--- src/rtl/core/hdt_pkg.sv ---
// Shared types, constants and helper functions for the haptic detent torque block.
// No dependencies; the top level and the divider import this package.
`default_nettype none
package hdt_pkg;

	localparam int ANGLE_BITS    = 14;
	localparam int UNWRAP_BITS   = 32;
	localparam int FRACTION_BITS = 12;

	// Detent index and error width, divider widths, widest product.
	localparam int NB     = UNWRAP_BITS + 2;
	localparam int NUM_W  = NB + FRACTION_BITS;
	localparam int DIVN_W = NUM_W + 2;
	localparam int PW     = NB + 17;
	localparam int WIDE   = NB + 18;
	localparam int CNT_W  = $clog2(DIVN_W + 1);

	localparam logic [2:0] REG_WIDTH   = 3'd0;
	localparam logic [2:0] REG_LOWER   = 3'd1;
	localparam logic [2:0] REG_UPPER   = 3'd2;
	localparam logic [2:0] REG_SNAP    = 3'd3;
	localparam logic [2:0] REG_DGAIN   = 3'd4;
	localparam logic [2:0] REG_EGAIN   = 3'd5;
	localparam logic [2:0] REG_ANCHOR  = 3'd6;

	localparam logic signed [15:0] NO_BOUND = -16'sd1;

	typedef enum logic [3:0] {
		S_IDLE, S_UNW, S_ANC, S_DIFF, S_DIV1, S_MUL, S_ERR, S_GAIN, S_TORQ, S_DIV2, S_OUT
	} state_t;

	function automatic logic signed [15:0] sat16(input logic signed [WIDE-1:0] v);
		logic signed [15:0] r;
		if (v > WIDE'(32767)) r = 16'sh7fff;
		else if (v < -WIDE'(32768)) r = -16'sh8000;
		else r = v[15:0];
		return r;
	endfunction

	function automatic logic signed [NB-1:0] clamp_idx(input logic signed [NB-1:0] n,
			input logic signed [15:0] lo, input logic signed [15:0] hi);
		logic signed [NB-1:0] r;
		r = n;
		if (lo != NO_BOUND && r < NB'(lo)) r = NB'(lo);
		if (hi != NO_BOUND && r > NB'(hi)) r = NB'(hi);
		return r;
	endfunction

endpackage
`default_nettype wire

--- src/rtl/core/hdt_div.sv ---
// Shared restoring divider: q = (2m + w) / (2w), one quotient bit per cycle.
// Depends on hdt_pkg for the operand widths.
`default_nettype none
module hdt_div (
	input  wire logic                     clk,
	input  wire logic                     arst_n,
	input  wire logic                     start,
	input  wire logic [hdt_pkg::NUM_W-1:0] num,
	input  wire logic [14:0]              den,
	output logic                          done,
	output logic [hdt_pkg::DIVN_W-1:0]    quo
);
	import hdt_pkg::*;

	logic [DIVN_W-1:0] dq_q;
	logic [16:0]       rem_q;
	logic [CNT_W-1:0]  cnt_q;
	logic              busy_q;
	logic [16:0]       trial;
	logic [16:0]       den2;
	logic              fits;

	assign den2  = {1'b0, den, 1'b0};
	assign trial = {rem_q[15:0], dq_q[DIVN_W-1]};
	assign fits  = trial >= den2;
	assign quo   = dq_q;

	always_ff @(posedge clk or negedge arst_n) begin
		if (!arst_n) begin
			busy_q <= 1'b0;
			cnt_q  <= '0;
			done   <= 1'b0;
		end else begin
			done <= 1'b0;
			if (start) begin
				busy_q <= 1'b1;
				cnt_q  <= CNT_W'(DIVN_W);
			end else if (busy_q) begin
				cnt_q <= cnt_q - 1'b1;
				if (cnt_q == CNT_W'(1)) begin
					busy_q <= 1'b0;
					done   <= 1'b1;
				end
			end
		end
	end

	always_ff @(posedge clk) begin
		if (start) begin
			dq_q  <= {num, 1'b0} + DIVN_W'(den);
			rem_q <= '0;
		end else if (busy_q) begin
			rem_q <= fits ? trial - den2 : trial;
			dq_q  <= {dq_q[DIVN_W-2:0], fits};
		end
	end

endmodule
`default_nettype wire

--- config.mk ---
export PLATFORM = sky130hd
export DESIGN_NAME = hdt_div
export DESIGN_NICKNAME = d
export VERILOG_FILES = /design/src/rtl/core/hdt_pkg.sv /design/src/rtl/core/hdt_div.sv
export SDC_FILE = /design/constraint.sdc
export NUM_CORES = 1
export LEC_CHECK = 0
export ABC_AREA = 1
export BUFFER_PORTS_ARGS = -buffer_cell sky130_fd_sc_hd__buf_2
export CAP_MARGIN = 20
export CORE_ASPECT_RATIO = 0.6
export CORE_MARGIN = 5
export CORE_UTILIZATION = 40
export DETAILED_ROUTE_END_ITERATION = 10
export GPL_TIMING_DRIVEN = 0
export PLACE_DENSITY = 0.58
export SLEW_MARGIN = 20
export SYNTH_ARGS = -nofsm -noshare
export SYNTH_HDL_FRONTEND = slang
export SYNTH_SLANG_ARGS = --single-unit
--- constraint.sdc ---
create_clock -name clk -period 3.9 [get_ports clk]
set_input_delay 0.195 -clock clk [delete_from_list [all_inputs] [get_ports clk]]
set_output_delay 0.195 -clock clk [all_outputs]
set_load 0.03 [all_outputs]
; Word level (Yosys, flattened, before mapping)
; Index checks and enable logic that the tools add are counted.
[word_totals]
ff_bits = 72
output_inout_bits = 49
[classes]
add_sub_neg = 3
n_lt_le_gt_ge = 1
n_eq_ne = 1
n_mux = 11
n_reduce_logical = 1
[op_table]
columns = cell, count
row1 = $mux 48, 2
row2 = $add 47x15->48, 1
row3 = $ge 17x16->1, 1
row4 = $mux 16, 1
row5 = $sub 16x16->16, 1
row6 = $mux 6, 2
row7 = $eq 6x1->1 const B, 1
row8 = $mux 1, 6
row9 = $sub 6x1->6 const B, 1
row10 = $reduce_bool 2->1, 1

; Longest topological paths before layout
; Gate-level depths: netlist of the first run.
[depth]
ltp_word = 4
depth_mapped = 15

; Least setup slack after synthesis of the first run
; OpenSTA, ideal clock, no wires.
[synth_timing]
path_type = reg-to-reg
startpoint = register rem_q[0]
endpoint = register dq_q[0] (netlist: quo[0]) (data pin)
t_arrival_ns = 1.775
required_time_ns = 3.647
path_slack_ns = 1.872
path_stages_with_launch = 15
path_buffers = 2
period_less_slack_ns = 2.028
cell_sequence = dfxtp_1 inv_1 ha_1 inv_1 fa_1 nand3_1 nand2_1 nand2_1 nand2_1 nand2_2 nand3_2 buf_6 buf_8 nand2_1 nand2_1
[synth_between]
elab_chain_cells = 3
[synth_lines]
columns = item, line
row1 = from (decl), hdt_div.sv:16  ; logic [16:0] rem_q;
row2 = from (signal assigned), hdt_div.sv:53  ; rem_q <= fits ? trial - den2 : trial;
row3 = $ge 17x16->1, hdt_div.sv:25  ; assign fits = trial >= den2;
row4 = $mux 48, hdt_div.sv:52  ; end else if (busy_q) begin
row5 = $mux 48, hdt_div.sv:49  ; if (start) begin
row6 = to (signal assigned), hdt_div.sv:50  ; dq_q <= {num, 1'b0} + DIVN_W'(den);
row7 = to (signal assigned), hdt_div.sv:54  ; dq_q <= {dq_q[DIVN_W-2:0], fits};
row8 = to (decl), hdt_div.sv:15  ; logic [DIVN_W-1:0] dq_q;
; Every way passes these cells. The select of a mux whose other input is x is not followed.
; A chain may end at the register's enable or synchronous reset.

; Worst setup path after layout of the first run
; Same ends and word-level chain as after synthesis.

==> flow_summary.json, run 1 <==
{
  "p_int_uw": 1950,
  "grt-ovfl-total": 0,
  "wl_per_cell_um": 16.7,
  "drive_above_1_share": 0.136,
  "worst_setup_path_start_kind": "flip-flop",
  "crit_top_cell": "nand2_1",
  "r2r_cells": 14,
  "drv_cap": 0,
  "end_kind": "flip-flop",
  "grt_usage": 0.240,
  "rsz0062_at_grt": "no",
  "synth_area_leaders": "nand2_1 25%, edfxtp_1 23%, inv_1 8.5%",
  "max-clock-path-buffers": 2,
  "drt_wl_total_um": 22000,
  "path_class": "reg -> reg",
  "portBuffers": 111,
  "netlist_instances": 986,
  "whs_ns": 0.181,
  "grt_pass1_wl_um": 32900,
  "initialDrtViolationCount": 658,
  "clkTransAtPathRegs_ns": 0.06,
  "clock_skew_ns": 0.0110,
  "place_ws_ns": 1.35,
  "clock_sinks": 72,
  "period_needed_ns": 2.37,
  "crit_start": "rem_q[0]",
  "worst_slack_ns": 1.53,
  "gp_congestion": 1.00,
  "numCtsBuffers": 9,
  "worst_pin_slew_ns": 0.711,
  "die_w_um": 171,
  "setup-tns-final_ns": 0,
  "ir_drop_mv": 0.263,
  "antenna_found_initial": 0,
  "num_vias": 6653,
  "ant_nets": 0,
  "io_pins": 113,
  "cp-endpoint": "quo[0]",
  "grt_pass1_vias": 5598,
  "grt_most_used_layer": "met1",
  "rr_startpoint": "rem_q[0]",
  "grt_max_degree": 29,
  "r2r_end": "quo[0]",
  "p_sw_frac": 0.438,
  "insertion_delay_ns": 0.36,
  "max_stage_delay_ns": 0.41,
  "worst_hold_path.num_cells": 3,
  "reg2reg_setup_slack_ns": 1.53,
  "synth_warnings": 0,
  "yosysTopAreaCell": "nand2_1",
  "first_pass_iters": 5,
  "cts_tree": "built",
  "report.final.setup_viol": 0,
  "cp.required_ns": 4.01,
  "yosysTopAreaCellShare": 0.245,
  "arrival_ns": 2.47,
  "crit_slowest_cell": "fa_1",
  "via_per_inst": 5.05,
  "synth_nets": 1083,
  "drc": 0,
  "syn_to_final_growth_pct": 18.1,
  "pwr-share-comb": 0.446,
  "outcome": "completed",
  "n_antenna_cell": 0,
  "fin_crit_sh": 0.607,
  "p_leak_uw": 0.00397,
  "h-tree-depth": 3,
  "cp_cell_sequence": "inv_1, ha_1, inv_1, fa_1, nand3_1, nand2_1, nand2_1, nand2_1, nand2_2, nand3_2, buf_6, buf_8, nand2_1, nand2_1",
  "root_buffer": "clkbuf_16",
  "maxSlewViolCount": 0,
  "grt_use_met1": 0.431,
  "dieArea_mm2": 0.0182,
  "max_slew_margin": 0.526,
  "avgSynthCellArea_um2": 6.31,
  "hold_path.startpoint": "den[0]",
  "nets": 1207,
  "fp-row-count": 35,
  "hold_viol_final": 0,
  "hpwl_um": 18200,
  "switching_power_uw": 1520,
  "ys_seq_area_frac": 0.315,
  "netlist_area_mm2": 0.00622,
  "cts_setup_buffers": 0,
  "start_util": 0.407,
  "p_clk_frac": 0.243,
  "use_met2": 0.263,
  "core_mm2": 0.0153,
  "final_util": 0.481,
  "fmax_mhz": 423,
  "post-place-cells": 1301,
  "worstPathMaxFanout": 10,
  "fp.dieH_um": 107,
  "powerDensity_mw_per_mm2": 471,
  "grtUsageMet3": 0.0652,
  "final_cells": 1318,
  "ys_ff_latch": 72,
  "seqPwrFrac": 0.311,
  "hp-class": "in -> reg",
  "ys_types": 42,
  "final_common_cell": "nand2_1",
  "final_cell_mix": "407 x nand2_1, 140 x inv_1, 112 x buf_2"
}
[metrics by stage]
stage	cell area [um^2]	power (uW)
final	7350	3460
after global routing	7350	3710
after CTS	7350	3460
after detailed placement	7050	2610
after global placement	7030	2610
after floorplan	6220	2180
[power groups by stage]
stage / clock network [uW] / registers (uW) / logic, uW
6_report: 843 / 1080 / 1540
5_1_grt: 886 / 1090 / 1730
4_1_cts: 849 / 1080 / 1530
3_5_place_dp: 0 / 1090 / 1520
3_3_place_gp: 0 / 1090 / 1520
2_1_floorplan: 0 / 1200 / 977
[cell usage after synthesis, drive strengths merged]
cell    count
o22ai       2
o211ai      4
xnor2      16
dfrtp       8
dfxtp      16
buf         4
nor2       88
fa          2
clkbuf     11
edfxtp     48
nor4        2
o21ai      28
clkinv      2
nand3b     10
a21boi      1
xor2        2
and2        3
o21bai      2
a21o        2
o21a        2
ha         31
a21oi      22
or2         3
nor3        9
a31oi       1
or3         1
nand3      96
nand4      17
and3        1
nand2     410
inv       142
[critical path: cells and delay by family (launching register included)]
family                     cells  cell delay (ns)
DFF                            1             0.30
adders and majority gates      2             0.58
buffers and inverters          4             0.49
and+or+nand+nor                8             0.75
[worst min path at each step]
stage	end	slack, ns
after detailed placement	done	0.05
after floorplan	busy_q	-0.10
final	quo[0]	0.18
after CTS	quo[0]	0.17
after global placement	done	0.06
after global routing	quo[0]	0.20
[area by class of cell]
| class | count | area (um^2) |
|---|---|---|
| fillers | 1666 | 7930 |
| multi-input cells | 755 | 3640 |
| flip-flops and latches | 72 | 1960 |
| repair buffers | 113 | 586 |
| inverters | 144 | 541 |
| well taps | 203 | 254 |
| clock buffers | 9 | 225 |
| plain buffers | 15 | 76.3 |
| clock inverters | 7 | 61.3 |
[registers in the layout, summed over array words and instances, names as in the netlist]
signal	cells
cnt_q	6
rem_q	16
quo	48
busy_q	1
done	1
[per-layer routing]
| metal | wire length [um] | vias up |
|---|---|---|
| li1 | - | 3388 |
| met1 | 12200 | 2953 |
| met2 | 6980 | 295 |
| met5 | 0 | - |
| met3 | 2690 | 17 |
| met4 | 179 | 0 |
[logic make-up (layout without fill, tap and decap cells)]
logic type / after synthesis / in the layout / synth area share
and+or+nand+nor: 640 / 640 / 0.431
buffers and inverters: 159 / 288 / 0.0991
DFF: 72 / 72 / 0.315
AOI/OAI and AO/OA: 64 / 64 / 0.0603
adders and majority gates: 33 / 33 / 0.0688
xor gates and xnor gates: 18 / 18 / 0.0253
[timing repair]
action,4_1_cts,5_1_grt
endpoints found under the hold margin,8,0
gates resized for setup,0,0
hold buffers,1,0
(Power assumes the default switching activity.)
==> run 2: changes to the inputs <==
--- a/config.mk
+++ b/config.mk
@@ -13,7 +13,7 @@
 export CORE_UTILIZATION = 40
 export DETAILED_ROUTE_END_ITERATION = 10
 export GPL_TIMING_DRIVEN = 0
-export PLACE_DENSITY = 0.58
+export PLACE_DENSITY = 0.6
 export SLEW_MARGIN = 20
 export SYNTH_ARGS = -nofsm -noshare
 export SYNTH_HDL_FRONTEND = slang
==> constraint.sdc (replaced) <==
create_clock -name clk -period 2.02 [get_ports clk]
set_input_delay 0.101 -clock clk [delete_from_list [all_inputs] [get_ports clk]]
set_output_delay 0.101 -clock clk [all_outputs]
set_load 0.03 [all_outputs]
==> flow_summary.json, run 2 (same netlist as run 1, synthesis figures left out) <==
{
  "fin_crit_sh": 0.990,
  "first_pass_iters": 5,
  "ant_nets": 0,
  "worstPathMaxFanout": 5,
  "portBuffers": 111,
  "syn_to_final_growth_pct": 26.9,
  "wl_per_cell_um": 16.9,
  "io_pins": 113,
  "worst_pin_slew_ns": 0.735,
  "end_kind": "flip-flop",
  "hpwl_um": 18300,
  "final_cells": 1334,
  "hp-class": "in -> reg",
  "post-place-cells": 1301,
  "report.final.setup_viol": 0,
  "max_slew_margin": 0.510,
  "max-clock-path-buffers": 2,
  "hold_viol_final": 0,
  "path_class": "reg -> reg",
  "clkTransAtPathRegs_ns": 0.07,
  "grt_usage": 0.242,
  "final_common_cell": "nand2_1",
  "dpl_cell_area_mm2": 0.00706,
  "ir_drop_mv": 0.522,
  "h-tree-depth": 3,
  "stdcell_area_mm2": 0.00790,
  "initialDrtViolationCount": 690,
  "fp.dieH_um": 107,
  "nets": 1223,
  "powerDensity_mw_per_mm2": 978,
  "root_buffer": "clkbuf_16",
  "arrival_ns": 2.22,
  "grt_pass1_wl_um": 33400,
  "maxSlewViolCount": 0,
  "grt_max_degree": 34,
  "dieArea_mm2": 0.0182,
  "final_cell_mix": "396 x nand2_1, 137 x inv_1, 111 x buf_2",
  "largest_reg_flops": 48,
  "cts_tree": "built",
  "period_needed_ns": 2.00,
  "clock_skew_ns": 0.00702,
  "seq_area_mm2": 0.00197,
  "outcome": "completed",
  "drv_cap": 0,
  "start_util": 0.407,
  "worst_setup_path_start_kind": "flip-flop",
  "drt_wl_total_um": 22600,
  "rsz0062_at_grt": "yes",
  "drc": 0,
  "insertion_delay_ns": 0.34,
  "p_leak_uw": 0.00413,
  "num_vias": 6774,
  "core_mm2": 0.0153,
  "drive_above_1_share": 0.196,
  "multi_input_area_mm2": 0.00397,
  "fillers": 1580,
  "cp.required_ns": 2.24,
  "antenna_found_initial": 0,
  "die_w_um": 171,
  "fmax_mhz": 500,
  "numCtsBuffers": 9,
  "fp-row-count": 35,
  "via_per_inst": 5.08,
  "grt-ovfl-total": 0,
  "grt_pass1_vias": 5786,
  "gp_congestion": 0.995,
  "clock_sinks": 72,
  "n_antenna_cell": 0
}
-- run 2: cell types whose count changed in the layout (fill, tap and decap cells not counted), moves of 3 or more --
cell,delta
nand2_2,+6
buf_4,+14
nor2_1,-10
nand2_4,+5
nor2_2,+8
ha_4,+14
inv_1,-3
nand2_1,-11
dfxtp_1,-7
o21ai_0,-3
ha_1,-14
dfxtp_2,+7
-- run 2: path summary, 6_finish.rpt --
check | start | end | slack (ns) | depth (start not counted)
setup reg to reg | rem_q[0] | rem_q[9] | 0.02 | 14
hold reg to reg | rem_q[10] | rem_q[10] | 0.49 | 2
min in group asynchronous | arst_n | done | 0.13 | 2
max in group asynchronous | arst_n | busy_q | 1.71 | 2
hold / removal | den[0] | quo[0] | 0.11 | 3
setup / recovery | rem_q[0] | rem_q[9] | 0.02 | 14
-- run 2: critical path, cell delays in order (launching register included) --
cell and delay [ns]:
dfxtp_2 0.32, inv_2 0.07, ha_4 0.15, inv_4 0.03, fa_2 0.35, nand3_2 0.10
nand2_4 0.07, nand2_4 0.07, nand2_4 0.05, nand2_4 0.08, nand3_4 0.07, buf_8 0.15
buf_12 0.13, o211ai_4 0.16, nand2_1 0.07
-- run 2: area by class of cell --
cell class / instances / share of cell area
Clock inverter: 6 / 0.00919
Sequential cell: 72 / 0.250
Multi-Input combinational cell: 755 / 0.503
Clock buffer: 10 / 0.0317
Inverter: 144 / 0.0693
Timing Repair Buffer: 129 / 0.0940
Tap cell: 203 / 0.0322
Buffer: 15 / 0.0111
-- run 2: per-stage QoR --
| stage | util | power, uW | hold slack (ns) | setup TNS, ns | setup slack, ns |
|---|---|---|---|---|---|
| 2_1_floorplan | - | 4210 | -0.195 | 0 | 0.0451 |
| 3_3_place_gp | 0.460 | 5030 | -0.0378 | -36.61 | -0.568 |
| 3_5_place_dp | 0.462 | 5050 | -0.0430 | -8.61 | -0.546 |
| 4_1_cts | 0.498 | 7270 | 0.0961 | -0.398 | -0.0815 |
| 5_1_grt | 0.517 | 8200 | 0.113 | -0.600 | -0.0655 |
| 6_report | 0.517 | 7720 | 0.114 | 0 | 0.0199 |
-- run 2: repair_timing --
| action | CTS | global route |
|---|---|---|
| pin swaps | 11 | 15 |
| cloned | 1 | 0 |
| gates resized for setup | 33 | 44 |
| endpoints found under the setup margin | 19 | 23 |
| hold endpoints to repair | 8 | 0 |
| hold buffers | 1 | 0 |
| buffers inserted | 8 | 7 |
-- run 2: per-layer routing --
layer / part of all wire / vias to the layer above / GRT usage
li1: - / 3414 / -
met1: 0.52 / 3062 / 0.419
met2: 0.34 / 285 / 0.278
met3: 0.13 / 13 / 0.0748
met4: 0.0072 / 0 / 0.0367
met5: 0 / - / 0
-- run 2: report_power, final --
| part | switching (uW) | internal [uW] |
|---|---|---|
| registers | 289 | 1890 |
| logic | 2200 | 1570 |
| clock network | 719 | 1050 |
| total | 3210 | 4510 |
